`src/rtl/core/cptg_pkg.sv`:
```
`timescale 1ns / 1ps

package cptg_pkg;

    localparam int PH_W    = 24;
    localparam int SCALE_W = 18;
    localparam int ACC_W   = 32;
    localparam int SMP_W   = 32;
    localparam int OP_W    = 27;
    localparam int PROD_W  = 54;

    localparam int S_TDATA_W = 88;
    localparam int M_TDATA_W = 64;

    localparam logic [1:0] REG_RATE_REAL  = 2'd0;
    localparam logic [1:0] REG_RATE_IMAG  = 2'd1;
    localparam logic [1:0] REG_START_REAL = 2'd2;
    localparam logic [1:0] REG_START_IMAG = 2'd3;

    localparam logic signed [PH_W-1:0] ONE_Q22 = 24'sd4194304;
    localparam logic signed [PH_W-1:0] ZERO_PH = 24'sd0;

    // Classified command as it sits in the queue.
    typedef struct packed {
        logic                      restart;
        logic signed [SCALE_W-1:0] scale;
        logic signed [ACC_W-1:0]   acc_real;
        logic signed [ACC_W-1:0]   acc_imag;
    } cmd_t;

    typedef struct packed {
        logic valid;
        cmd_t cmd;
    } q_head_t;

endpackage

```
`src/rtl/core/cptg_front.sv`:
```
`timescale 1ns / 1ps

module cptg_front #(
    parameter int QUEUE_DEPTH = 2
) (
    input  logic                                aclk,
    input  logic                                aresetn,
    input  logic                                s_tvalid,
    output logic                                s_tready,
    input  logic [cptg_pkg::S_TDATA_W-1:0]      s_tdata,
    input  logic                                s_tuser,
    output cptg_pkg::q_head_t                   head,
    input  logic                                pop
);

    localparam int PTR_W = (QUEUE_DEPTH > 1) ? $clog2(QUEUE_DEPTH) : 1;
    localparam int CNT_W = $clog2(QUEUE_DEPTH + 1);

    cptg_pkg::cmd_t   queue_reg [QUEUE_DEPTH];
    cptg_pkg::cmd_t   in_cmd;
    logic [PTR_W-1:0] wr_ptr_reg;
    logic [PTR_W-1:0] rd_ptr_reg;
    logic [CNT_W-1:0] count_reg;
    logic             push;
    logic             do_pop;

    // Sort the beat into a command: tuser carries the kind, tdata the operands.
    always_comb begin
        in_cmd.restart  = s_tuser;
        in_cmd.scale    = s_tdata[17:0];
        in_cmd.acc_real = s_tdata[49:18];
        in_cmd.acc_imag = s_tdata[81:50];
    end

    assign s_tready   = (count_reg != CNT_W'(QUEUE_DEPTH));
    assign push       = s_tvalid && s_tready;
    assign do_pop     = pop && (count_reg != '0);
    assign head.valid = (count_reg != '0);
    assign head.cmd   = queue_reg[rd_ptr_reg];

    always_ff @(posedge aclk) begin
        if (push) begin
            queue_reg[wr_ptr_reg] <= in_cmd;
        end
        if (!aresetn) begin
            wr_ptr_reg <= '0;
            rd_ptr_reg <= '0;
            count_reg  <= '0;
        end else begin
            if (push) begin
                wr_ptr_reg <= (wr_ptr_reg == PTR_W'(QUEUE_DEPTH - 1)) ? '0 : wr_ptr_reg + 1'b1;
            end
            if (do_pop) begin
                rd_ptr_reg <= (rd_ptr_reg == PTR_W'(QUEUE_DEPTH - 1)) ? '0 : rd_ptr_reg + 1'b1;
            end
            if (push && !do_pop) begin
                count_reg <= count_reg + 1'b1;
            end else if (do_pop && !push) begin
                count_reg <= count_reg - 1'b1;
            end
        end
    end

endmodule

```
`config.mk`:
```
export PLATFORM = sky130hd
export DESIGN_NAME = cptg_front
export DESIGN_NICKNAME = d
export VERILOG_FILES = /design/src/rtl/core/cptg_pkg.sv /design/src/rtl/core/cptg_front.sv
export SDC_FILE = /design/constraint.sdc
export NUM_CORES = 1
export LEC_CHECK = 0
export BUFFER_PORTS_ARGS = -buffer_cell sky130_fd_sc_hd__buf_2
export CAP_MARGIN = 20
export CELL_PAD_IN_SITES_DETAIL_PLACEMENT = 0
export CELL_PAD_IN_SITES_GLOBAL_PLACEMENT = 2
export CORE_ASPECT_RATIO = 1.1
export CORE_UTILIZATION = 29
export CTS_CLUSTER_SIZE = 20
export DETAILED_ROUTE_END_ITERATION = 12
export GPL_TIMING_DRIVEN = 1
export PLACE_DENSITY = 0.65
export RECOVER_POWER = 50
export SYNTH_ARGS = -nofsm -noshare
export SYNTH_HDL_FRONTEND = slang
export SYNTH_SLANG_ARGS = --single-unit
```
`constraint.sdc`:
```
create_clock -name aclk -period 2.9 [get_ports aclk]
set_input_delay 0 -clock aclk [delete_from_list [all_inputs] [get_ports aclk]]
set_output_delay 0 -clock aclk [all_outputs]
set_load 0.02 [all_outputs]
```
==> impl_metrics.yaml, run 1 <==
sta:
  finalCriticalPeriod_ps: 2030
  timing.fmax_mhz: 492
  setup_viol: 0
  fin_ws_ps: 868
  rsz0062_at_grt: "false"
  timing.final.crit_share_pct: 70.1
  hold-worst-slack_ps: 93.6
  slew_viol_final: 0
  tightest_slew_ps: 503
  finalHoldViolCount: 0
  tns_ps: 0
  relSlewSlack_pct: 66.5
  fin_skew_ps: 5.55
worst_setup_path:
  cpPeakStageDelay_ps: 660
  worst-path-max-fanout: 50
  critical_path_required_ps: 2900
  critPathKind: "reg2out"
  reg2reg_setup_slack_ps: 1060
  critPathSlowestCell: "dfxtp_4"
  arrival_ps: 2030
  cp-start-kind: "flip-flop"
  r2r_cells: 4
  crit_path_end_kind: "output pin"
  path_cells: "buf_12 > mux2_2 > buf_2"
global_route:
  grt_pass1_wl_um: 19500
  overflow: 0
  grt_pass1_vias: 3838
  grt_max_degree: 51
  antenna_found_initial: 0
  grt_usage_pct: 11.7
route:
  drc: 0
  viasPerCell: 4.12
  vias: 3498
  wl_per_cell_um: 14.6
  drtIter0Drc: 195
  wirelength_um: 12400
  drtAntennaViolNets: 0
  firstDrtPassIters: 4
synthesis:
  ys_ff_latch: 171
  synth.area.top_cells: "edfxtp_1 80%, mux2_2 15%, dfxtp_1 1.6%"
  syn-num-nets: 376
  yosys_warnings: 0
  synth_edf_count: 166
  ys_seq_area_share_pct: 81.7
  synth_common_cells: "166 x edfxtp_1, 83 x mux2_2, 7 x buf_4"
  post-synth-top-count-cell: "edfxtp_1"
  yosysUniqueCellTypes: 20
  syn_area_mm2: 0.00622
  async_reset_ff_share_pct: 0
  postSynthAreaPerCell_um2: 22.1
  synth.top_cell.area_share_pct: 80.1
  synth-main-ff-cell: "edfxtp_1"
  synthCells: 282
  yosys.area.top_type: "edfxtp_1"
floorplanning:
  fp.dieW_um: 142
  start_util_pct: 30.0
  dieArea_mm2: 0.0221
  die_height_um: 156
  rows: 55
  ios: 178
  coreArea_mm2: 0.0208
clock_tree:
  htreeDepth: 4
  cts_tree: "built"
  clock-sinks: 171
  cts.clk_slew.worst_paths_ps: 60
  clk_latency_ps: 410
  cts_root_buf: "clkbuf_16"
  numCtsBuffers: 17
  clock_path_buffers: 2
outcome:
  status: "finished, final reports clean"
layout:
  area_growth_pct: 40.9
  final_core_util_pct: 42.2
  largest_reg_flops: 166
  final_area_mm2: 0.00877
  layout.cells.non_filler: 850
  n_antenna_cell: 0
  drive_gt1_share_pct: 43.9
  nets: 647
placement:
  globalplace.congestion: 0.656
  place_ws_ps: 1040
  dpl-instance-area_mm2: 0.00746
  dpl.cell_count: 734
  place.detailed.hpwl_um: 7960
  port_buffers: 171
pwr:
  ir_worst_vdd_mv: 0.364
  p_leak_nw: 3.13
  power_mw: 7.18
  power_density_mw_per_mm2: 818
flow_run:
  cap_violations: 0
worst_hold_path:
  hold_path_depth: 4
  hold_path.class: "in2reg"
## critical path: cells and delay by family (launching register included)
family,cells,cell delay (ps)
flip-flops,1,660
buffers and inverters,2,510
multiplexers,1,390
## placed cells by master, fill, tap and decap left out
cell / synthesis / layout
clkbuf_16: 0 / 17
clkbuf_2: 0 / 4
inv_6: 0 / 2
clkinv_2: 0 / 3
clkinv_1: 0 / 2
or2_2: 1 / 1
and2_1: 4 / 3
ha_1: 1 / 1
clkbuf_1: 0 / 46
buf_4: 7 / 2
xor2_1: 1 / 1
a21boi_1: 1 / 1
and2_0: 0 / 1
o21ai_0: 1 / 2
dfxtp_1: 5 / 4
edfxtp_1: 166 / 166
nand3b_1: 1 / 1
a21boi_0: 1 / 1
dlygate4sd3_1: 0 / 85
clkinvlp_4: 0 / 5
xnor2_1: 2 / 2
a21bo_2: 1 / 1
clkinv_4: 0 / 3
buf_12: 0 / 3
buf_2: 2 / 121
mux2_2: 83 / 83
and3_4: 0 / 1
dfxtp_4: 0 / 1
nand2b_2: 0 / 1
or3_1: 1 / 1
## cell type report
type                            instances  area, um^2
Inverter                                1        5.00
Multi-Input combinational cell        101        1070
Sequential cell                       171        5090
Fill cell                            1921       12000
Clock buffer                           17         425
Tap cell                              285         357
Timing Repair Buffer                  261        1720
Clock inverter                         14        98.8
## cell families after synthesis
group | after synthesis | synth area share, %
AND/OR/NAND/NOR | 9 | 1.05
multiplexers | 83 | 15.0
XOR/XNOR | 3 | 0.422
flip-flops | 171 | 81.7
buffers and inverters | 10 | 1.07
adder cells (fa/ha/maj) | 1 | 0.201
AO/OA/AOI/OAI | 5 | 0.563
## power by group
part	switching (mW)	total [mW]	internal, mW
clock network	0.925	2.01	1.09
registers	0.143	3.23	3.09
logic	1.11	1.93	0.829
## repair_timing
item / 4_1_cts / 5_1_grt
gates resized for setup: 0 / 0
hold buffers: 85 / 0
endpoints found under the hold margin: 171 / 0
buffers inserted: 0 / 0
## path summary, 6_finish.rpt
check / start / to
max: flip-flop / head[22]
min: pop / flip-flop
max reg2reg: count_reg[0]$_SDFFE_PN0P_ / queue_reg[0][15]$_DFFE_PP_
min reg2reg: count_reg[1]$_SDFFE_PN0P_ / count_reg[1]$_SDFFE_PN0P_
## metal layers
layer / wire length, um / GRT usage (%) / vias up
met3: 717 / 4.08 / 6
li1: - / - / 1663
met4: 113 / 3.84 / 0
met2: 6350 / 20.7 / 99
met5: 0 / 0 / -
met1: 5220 / 13.0 / 1730
Power figures use the tool's default switching activity.
==> inputs of run 2 (changes only) <==
ABC_AREA = 1   (was default)
PLACE_DENSITY = 0.64   (was 0.65)
clock period = 1.8 ns   (was 2.9 ns; I/O delays follow)
==> impl_metrics.yaml, run 2 <==
sta:
  finalCriticalPeriod_ps: 1640
  fin_skew_ps: 6.65
  relSlewSlack_pct: 62.7
  tightest_slew_ps: 559
  timing.fmax_mhz: 610
  setup_viol: 0
  slew_viol_final: 0
  tns_ps: 0
  hold-worst-slack_ps: 313
  finalHoldViolCount: 0
  rsz0062_at_grt: "false"
  timing.final.crit_share_pct: 91.1
flow_run:
  cap_violations: 0
synthesis:
  synth.top_cell.area_share_pct: 75.8
  yosys_warnings: 0
  post-synth-top-count-cell: "edfxtp_1"
  ys_seq_area_share_pct: 77.3
  yosys.area.top_type: "edfxtp_1"
  ys_ff_latch: 171
  synth_edf_count: 166
  syn_area_mm2: 0.00658
  synth.area.top_cells: "edfxtp_1 76%, mux2_4 16%, mux2_2 2.2%"
  synth_common_cells: "166 x edfxtp_1, 70 x mux2_4, 13 x mux2_2"
  syn-num-nets: 389
  async_reset_ff_share_pct: 0
  synth-main-ff-cell: "edfxtp_1"
  synthCells: 295
  postSynthAreaPerCell_um2: 22.3
  yosysUniqueCellTypes: 16
clock_tree:
  cts_tree: "built"
  clock-sinks: 171
  cts_resized: 0
  post_cts_buffers: 0
  htreeDepth: 4
  cts.clk_slew.worst_paths_ps: 70
  cts_root_buf: "clkbuf_16"
  clock_path_buffers: 2
  numCtsBuffers: 17
  clk_latency_ps: 410
route:
  drtIter0Drc: 150
  wl_per_cell_um: 14.2
  firstDrtPassIters: 4
  drc: 0
  wirelength_um: 12500
  drtAntennaViolNets: 0
  vias: 3557
  viasPerCell: 4.06
layout:
  regArea_mm2: 0.00509
  nets: 662
  n_antenna_cell: 0
  area_growth_pct: 39.9
  layout_common_cells: "166 x edfxtp_1, 118 x buf_2, 86 x dlygate4sd3_1"
  filler_cell_count: 2041
  drive_gt1_share_pct: 41.7
  multiInputGateArea_mm2: 0.00133
  final_common_cell: "edfxtp_1"
  largest_reg_flops: 166
pwr:
  p_leak_nw: 3.47
  ir_worst_vdd_mv: 0.590
  power_density_mw_per_mm2: 1360
worst_setup_path:
  critPathKind: "reg2out"
  critical_path_required_ps: 1800
  worst-path-max-fanout: 43
  cp-start-kind: "flip-flop"
  arrival_ps: 1640
  crit_path_end_kind: "output pin"
global_route:
  grt_usage_pct: 11.2
  grt_pass1_vias: 3964
  overflow: 0
  grt_pass1_wl_um: 19900
  grt_max_degree: 54
  antenna_found_initial: 0
floorplanning:
  coreArea_mm2: 0.0222
  ios: 178
  die_height_um: 160
  fp.dieW_um: 146
  rows: 57
  start_util_pct: 29.7
  dieArea_mm2: 0.0233
placement:
  globalplace.congestion: 0.721
  place.detailed.hpwl_um: 7600
  port_buffers: 171
outcome:
  status: "finished, final reports clean"
worst_hold_path:
  hold_path.class: "in2reg"
## run 2: final timing paths
path	startpoint	endpoint	cells after the start	slack (ps)
worst min register to register	rd_ptr_reg$_SDFFE_PN0P_	flip-flop	2	520
worst max-delay path	flip-flop	head[63]	3	160
worst min-delay path	s_tdata[62]	queue_reg[1][12]$_DFFE_PP_	2	310
worst max register to register	count_reg[0]$_SDFFE_PN0P_	queue_reg[0][65]$_DFFE_PP_	5	180
## run 2: metrics by stage
| step | setup WS, ps | utilization, % | std cells | total power, mW | cell area (um^2) |
|---|---|---|---|---|---|
| 3_3_place_gp | 377 | 35.1 | 758 | 8.57 | 7790 |
| 6_report | 160 | 41.5 | 876 | 12.5 | 9200 |
| 3_5_place_dp | 325 | 35.1 | 758 | 8.62 | 7790 |
| 2_1_floorplan | -418 | - | 295 | 7.73 | 6610 |
| 4_1_cts | 116 | 41.9 | 876 | 12.8 | 9300 |
| 5_1_grt | 61.2 | 41.5 | 876 | 13.1 | 9200 |
## run 2: cell type report
class	count	share of cell area, %
Sequential cell	171	55.3
Timing Repair Buffer	263	18.9
Multi-Input combinational cell	107	14.5
Clock buffer	19	4.70
Tap cell	295	4.01
Clock inverter	13	2.31
Inverter	8	0.326
## run 2: timing repair
action | 4_1_cts | 5_1_grt
setup endpoints to repair | 0 | 0
hold buffers | 86 | 0
hold endpoints to repair | 171 | 0
## run 2: layer usage
layer / share of wire, % / track usage [%]
met1: 42 / 12.3
met2: 51 / 19.9
met3: 5.3 / 3.80
met4: 1.3 / 4.11
met5: 0 / 0
## run 2: worst max-delay path: stages (launching register included)
cell     delay, ps
dfxtp_4        370
buf_12         290
mux2_2         380
buf_2          160
## run 2: logic make-up after synthesis
| group | synth area share [%] |
|---|---|
| DFF | 77.3 |
| muxes | 18.2 |
| and+or+nand+nor | 1.14 |
| buffers and inverters | 2.83 |
| AOI/OAI and AO/OA | 0.342 |
| adders and majority gates | 0.190 |
## run 2: report_power, final
group,switching [mW],leakage [nW],internal [mW]
clock,1.52,0.307,2.48
combinational,1.88,1.58,1.49
sequential,0.145,1.59,5.03
total,3.54,3.47,9.01
==> inputs of run 3 (changes only) <==
PLACE_DENSITY = 0.74   (was 0.64)
RECOVER_POWER = 25   (was 50)
==> impl_metrics.yaml, run 3 (synthesized netlist as in run 2, its figures left out) <==
outcome:
  status: "finished, final reports clean"
floorplanning:
  die_height_um: 160
  ios: 178
  coreArea_mm2: 0.0222
  fp.dieW_um: 146
  dieArea_mm2: 0.0233
  rows: 57
  start_util_pct: 29.7
worst_setup_path:
  arrival_ps: 1690
  path_cells: "buf_12 > mux2_2 > buf_2"
  cp-start-kind: "flip-flop"
  critPathKind: "reg2out"
  worst-path-max-fanout: 49
  crit_path_end_kind: "output pin"
  critical_path_required_ps: 1800
  cpPeakStageDelay_ps: 380
  critPathSlowestCell: "mux2_2"
sta:
  timing.fmax_mhz: 590
  finalCriticalPeriod_ps: 1690
  fin_skew_ps: 7.40
  slew_viol_final: 0
  rsz0062_at_grt: "false"
  tightest_slew_ps: 381
  finalHoldViolCount: 0
  tns_ps: 0
  timing.final.crit_share_pct: 94.1
  relSlewSlack_pct: 74.6
  setup_viol: 0
pwr:
  ir_worst_vdd_mv: 0.631
  power_density_mw_per_mm2: 1320
  p_leak_nw: 3.49
  power_mw: 12.2
layout:
  layout_common_cells: "166 x edfxtp_1, 134 x buf_2, 86 x dlygate4sd3_1"
  n_antenna_cell: 0
  area_growth_pct: 39.7
  nets: 662
  largest_reg_flops: 166
  final_common_cell: "edfxtp_1"
  drive_gt1_share_pct: 44.6
route:
  firstDrtPassIters: 4
  vias: 3509
  drtIter0Drc: 136
  drc: 0
  wirelength_um: 12600
  drtAntennaViolNets: 0
  wl_per_cell_um: 14.4
  viasPerCell: 4.01
clock_tree:
  numCtsBuffers: 17
  clock_path_buffers: 2
  post_cts_buffers: 0
  htreeDepth: 4
  cts_resized: 0
  cts_tree: "built"
  clk_latency_ps: 410
  cts.clk_slew.worst_paths_ps: 70
  clock-sinks: 171
  cts_root_buf: "clkbuf_16"
global_route:
  grt_usage_pct: 11.3
  overflow: 0
  antenna_found_initial: 0
  grt_pass1_vias: 3907
  grt_pass1_wl_um: 20000
  grt_max_degree: 50
flow_run:
  cap_violations: 0
worst_hold_path:
  hold_path.class: "in2reg"
placement:
  port_buffers: 171
  place.detailed.hpwl_um: 8120
  globalplace.congestion: 0.675
## run 3: timing repair
item                                    4_1_cts  5_1_grt
endpoints found under the setup margin        0        0
hold buffers                                 86        0
hold endpoints to repair                    171        0
## run 3: metal layers
metal	track usage [%]	wire, um	part of all wire [%]
met1	11.7	5010	40
met2	21.1	6880	54
met3	3.40	570	4.5
met4	4.45	177	1.4
met5	0	0	0
## run 3: critical path: cells and delay by family, from the launching register on
| kind | cells | cell delay, ps |
|---|---|---|
| buffers and inverters | 2 | 470 |
| muxes | 1 | 380 |
| DFF | 1 | 370 |
## run 3: worst paths after layout
path | depth (start not counted) | slack, ps | end | startpoint
hold reg to reg | 2 | 510 | rd_ptr_reg$_SDFFE_PN0P_ | rd_ptr_reg$_SDFFE_PN0P_
setup reg to reg | 9 | 400 | count_reg[1]$_SDFFE_PN0P_ | count_reg[1]$_SDFFE_PN0P_
hold / removal | 2 | 310 | queue_reg[0][18]$_DFFE_PP_ | s_tdata[68]
setup / recovery | 3 | 110 | head[62] | flip-flop
## run 3: report_power, final
part,internal (mW),switching (mW)
sequential,5.03,0.154
combinational,1.54,1.89
clock,2.06,1.48
total,8.63,3.53
## run 3: cell type report
type / count / area, um^2
fill: 2013 / 13000
inverter: 8 / 30.0
multi-input combinational: 107 / 1340
tap: 295 / 369
clock inverter: 12 / 139
timing repair buffer: 263 / 1790
sequential: 171 / 5090
clock buffer: 20 / 437
## run 3: through the flow
stage / hold slack, ps / instances / setup slack, ps / area [um^2] / utilization (%)
2_1_floorplan: 98.9 / 295 / -418 / 6610 / -
3_3_place_gp: 187 / 758 / 440 / 7800 / 35.2
3_5_place_dp: 193 / 758 / 404 / 7800 / 35.2
4_1_cts: 280 / 876 / 64.4 / 9240 / 41.7
5_1_grt: 279 / 876 / 13.8 / 9190 / 41.4
6_report: 308 / 876 / 106 / 9190 / 41.4
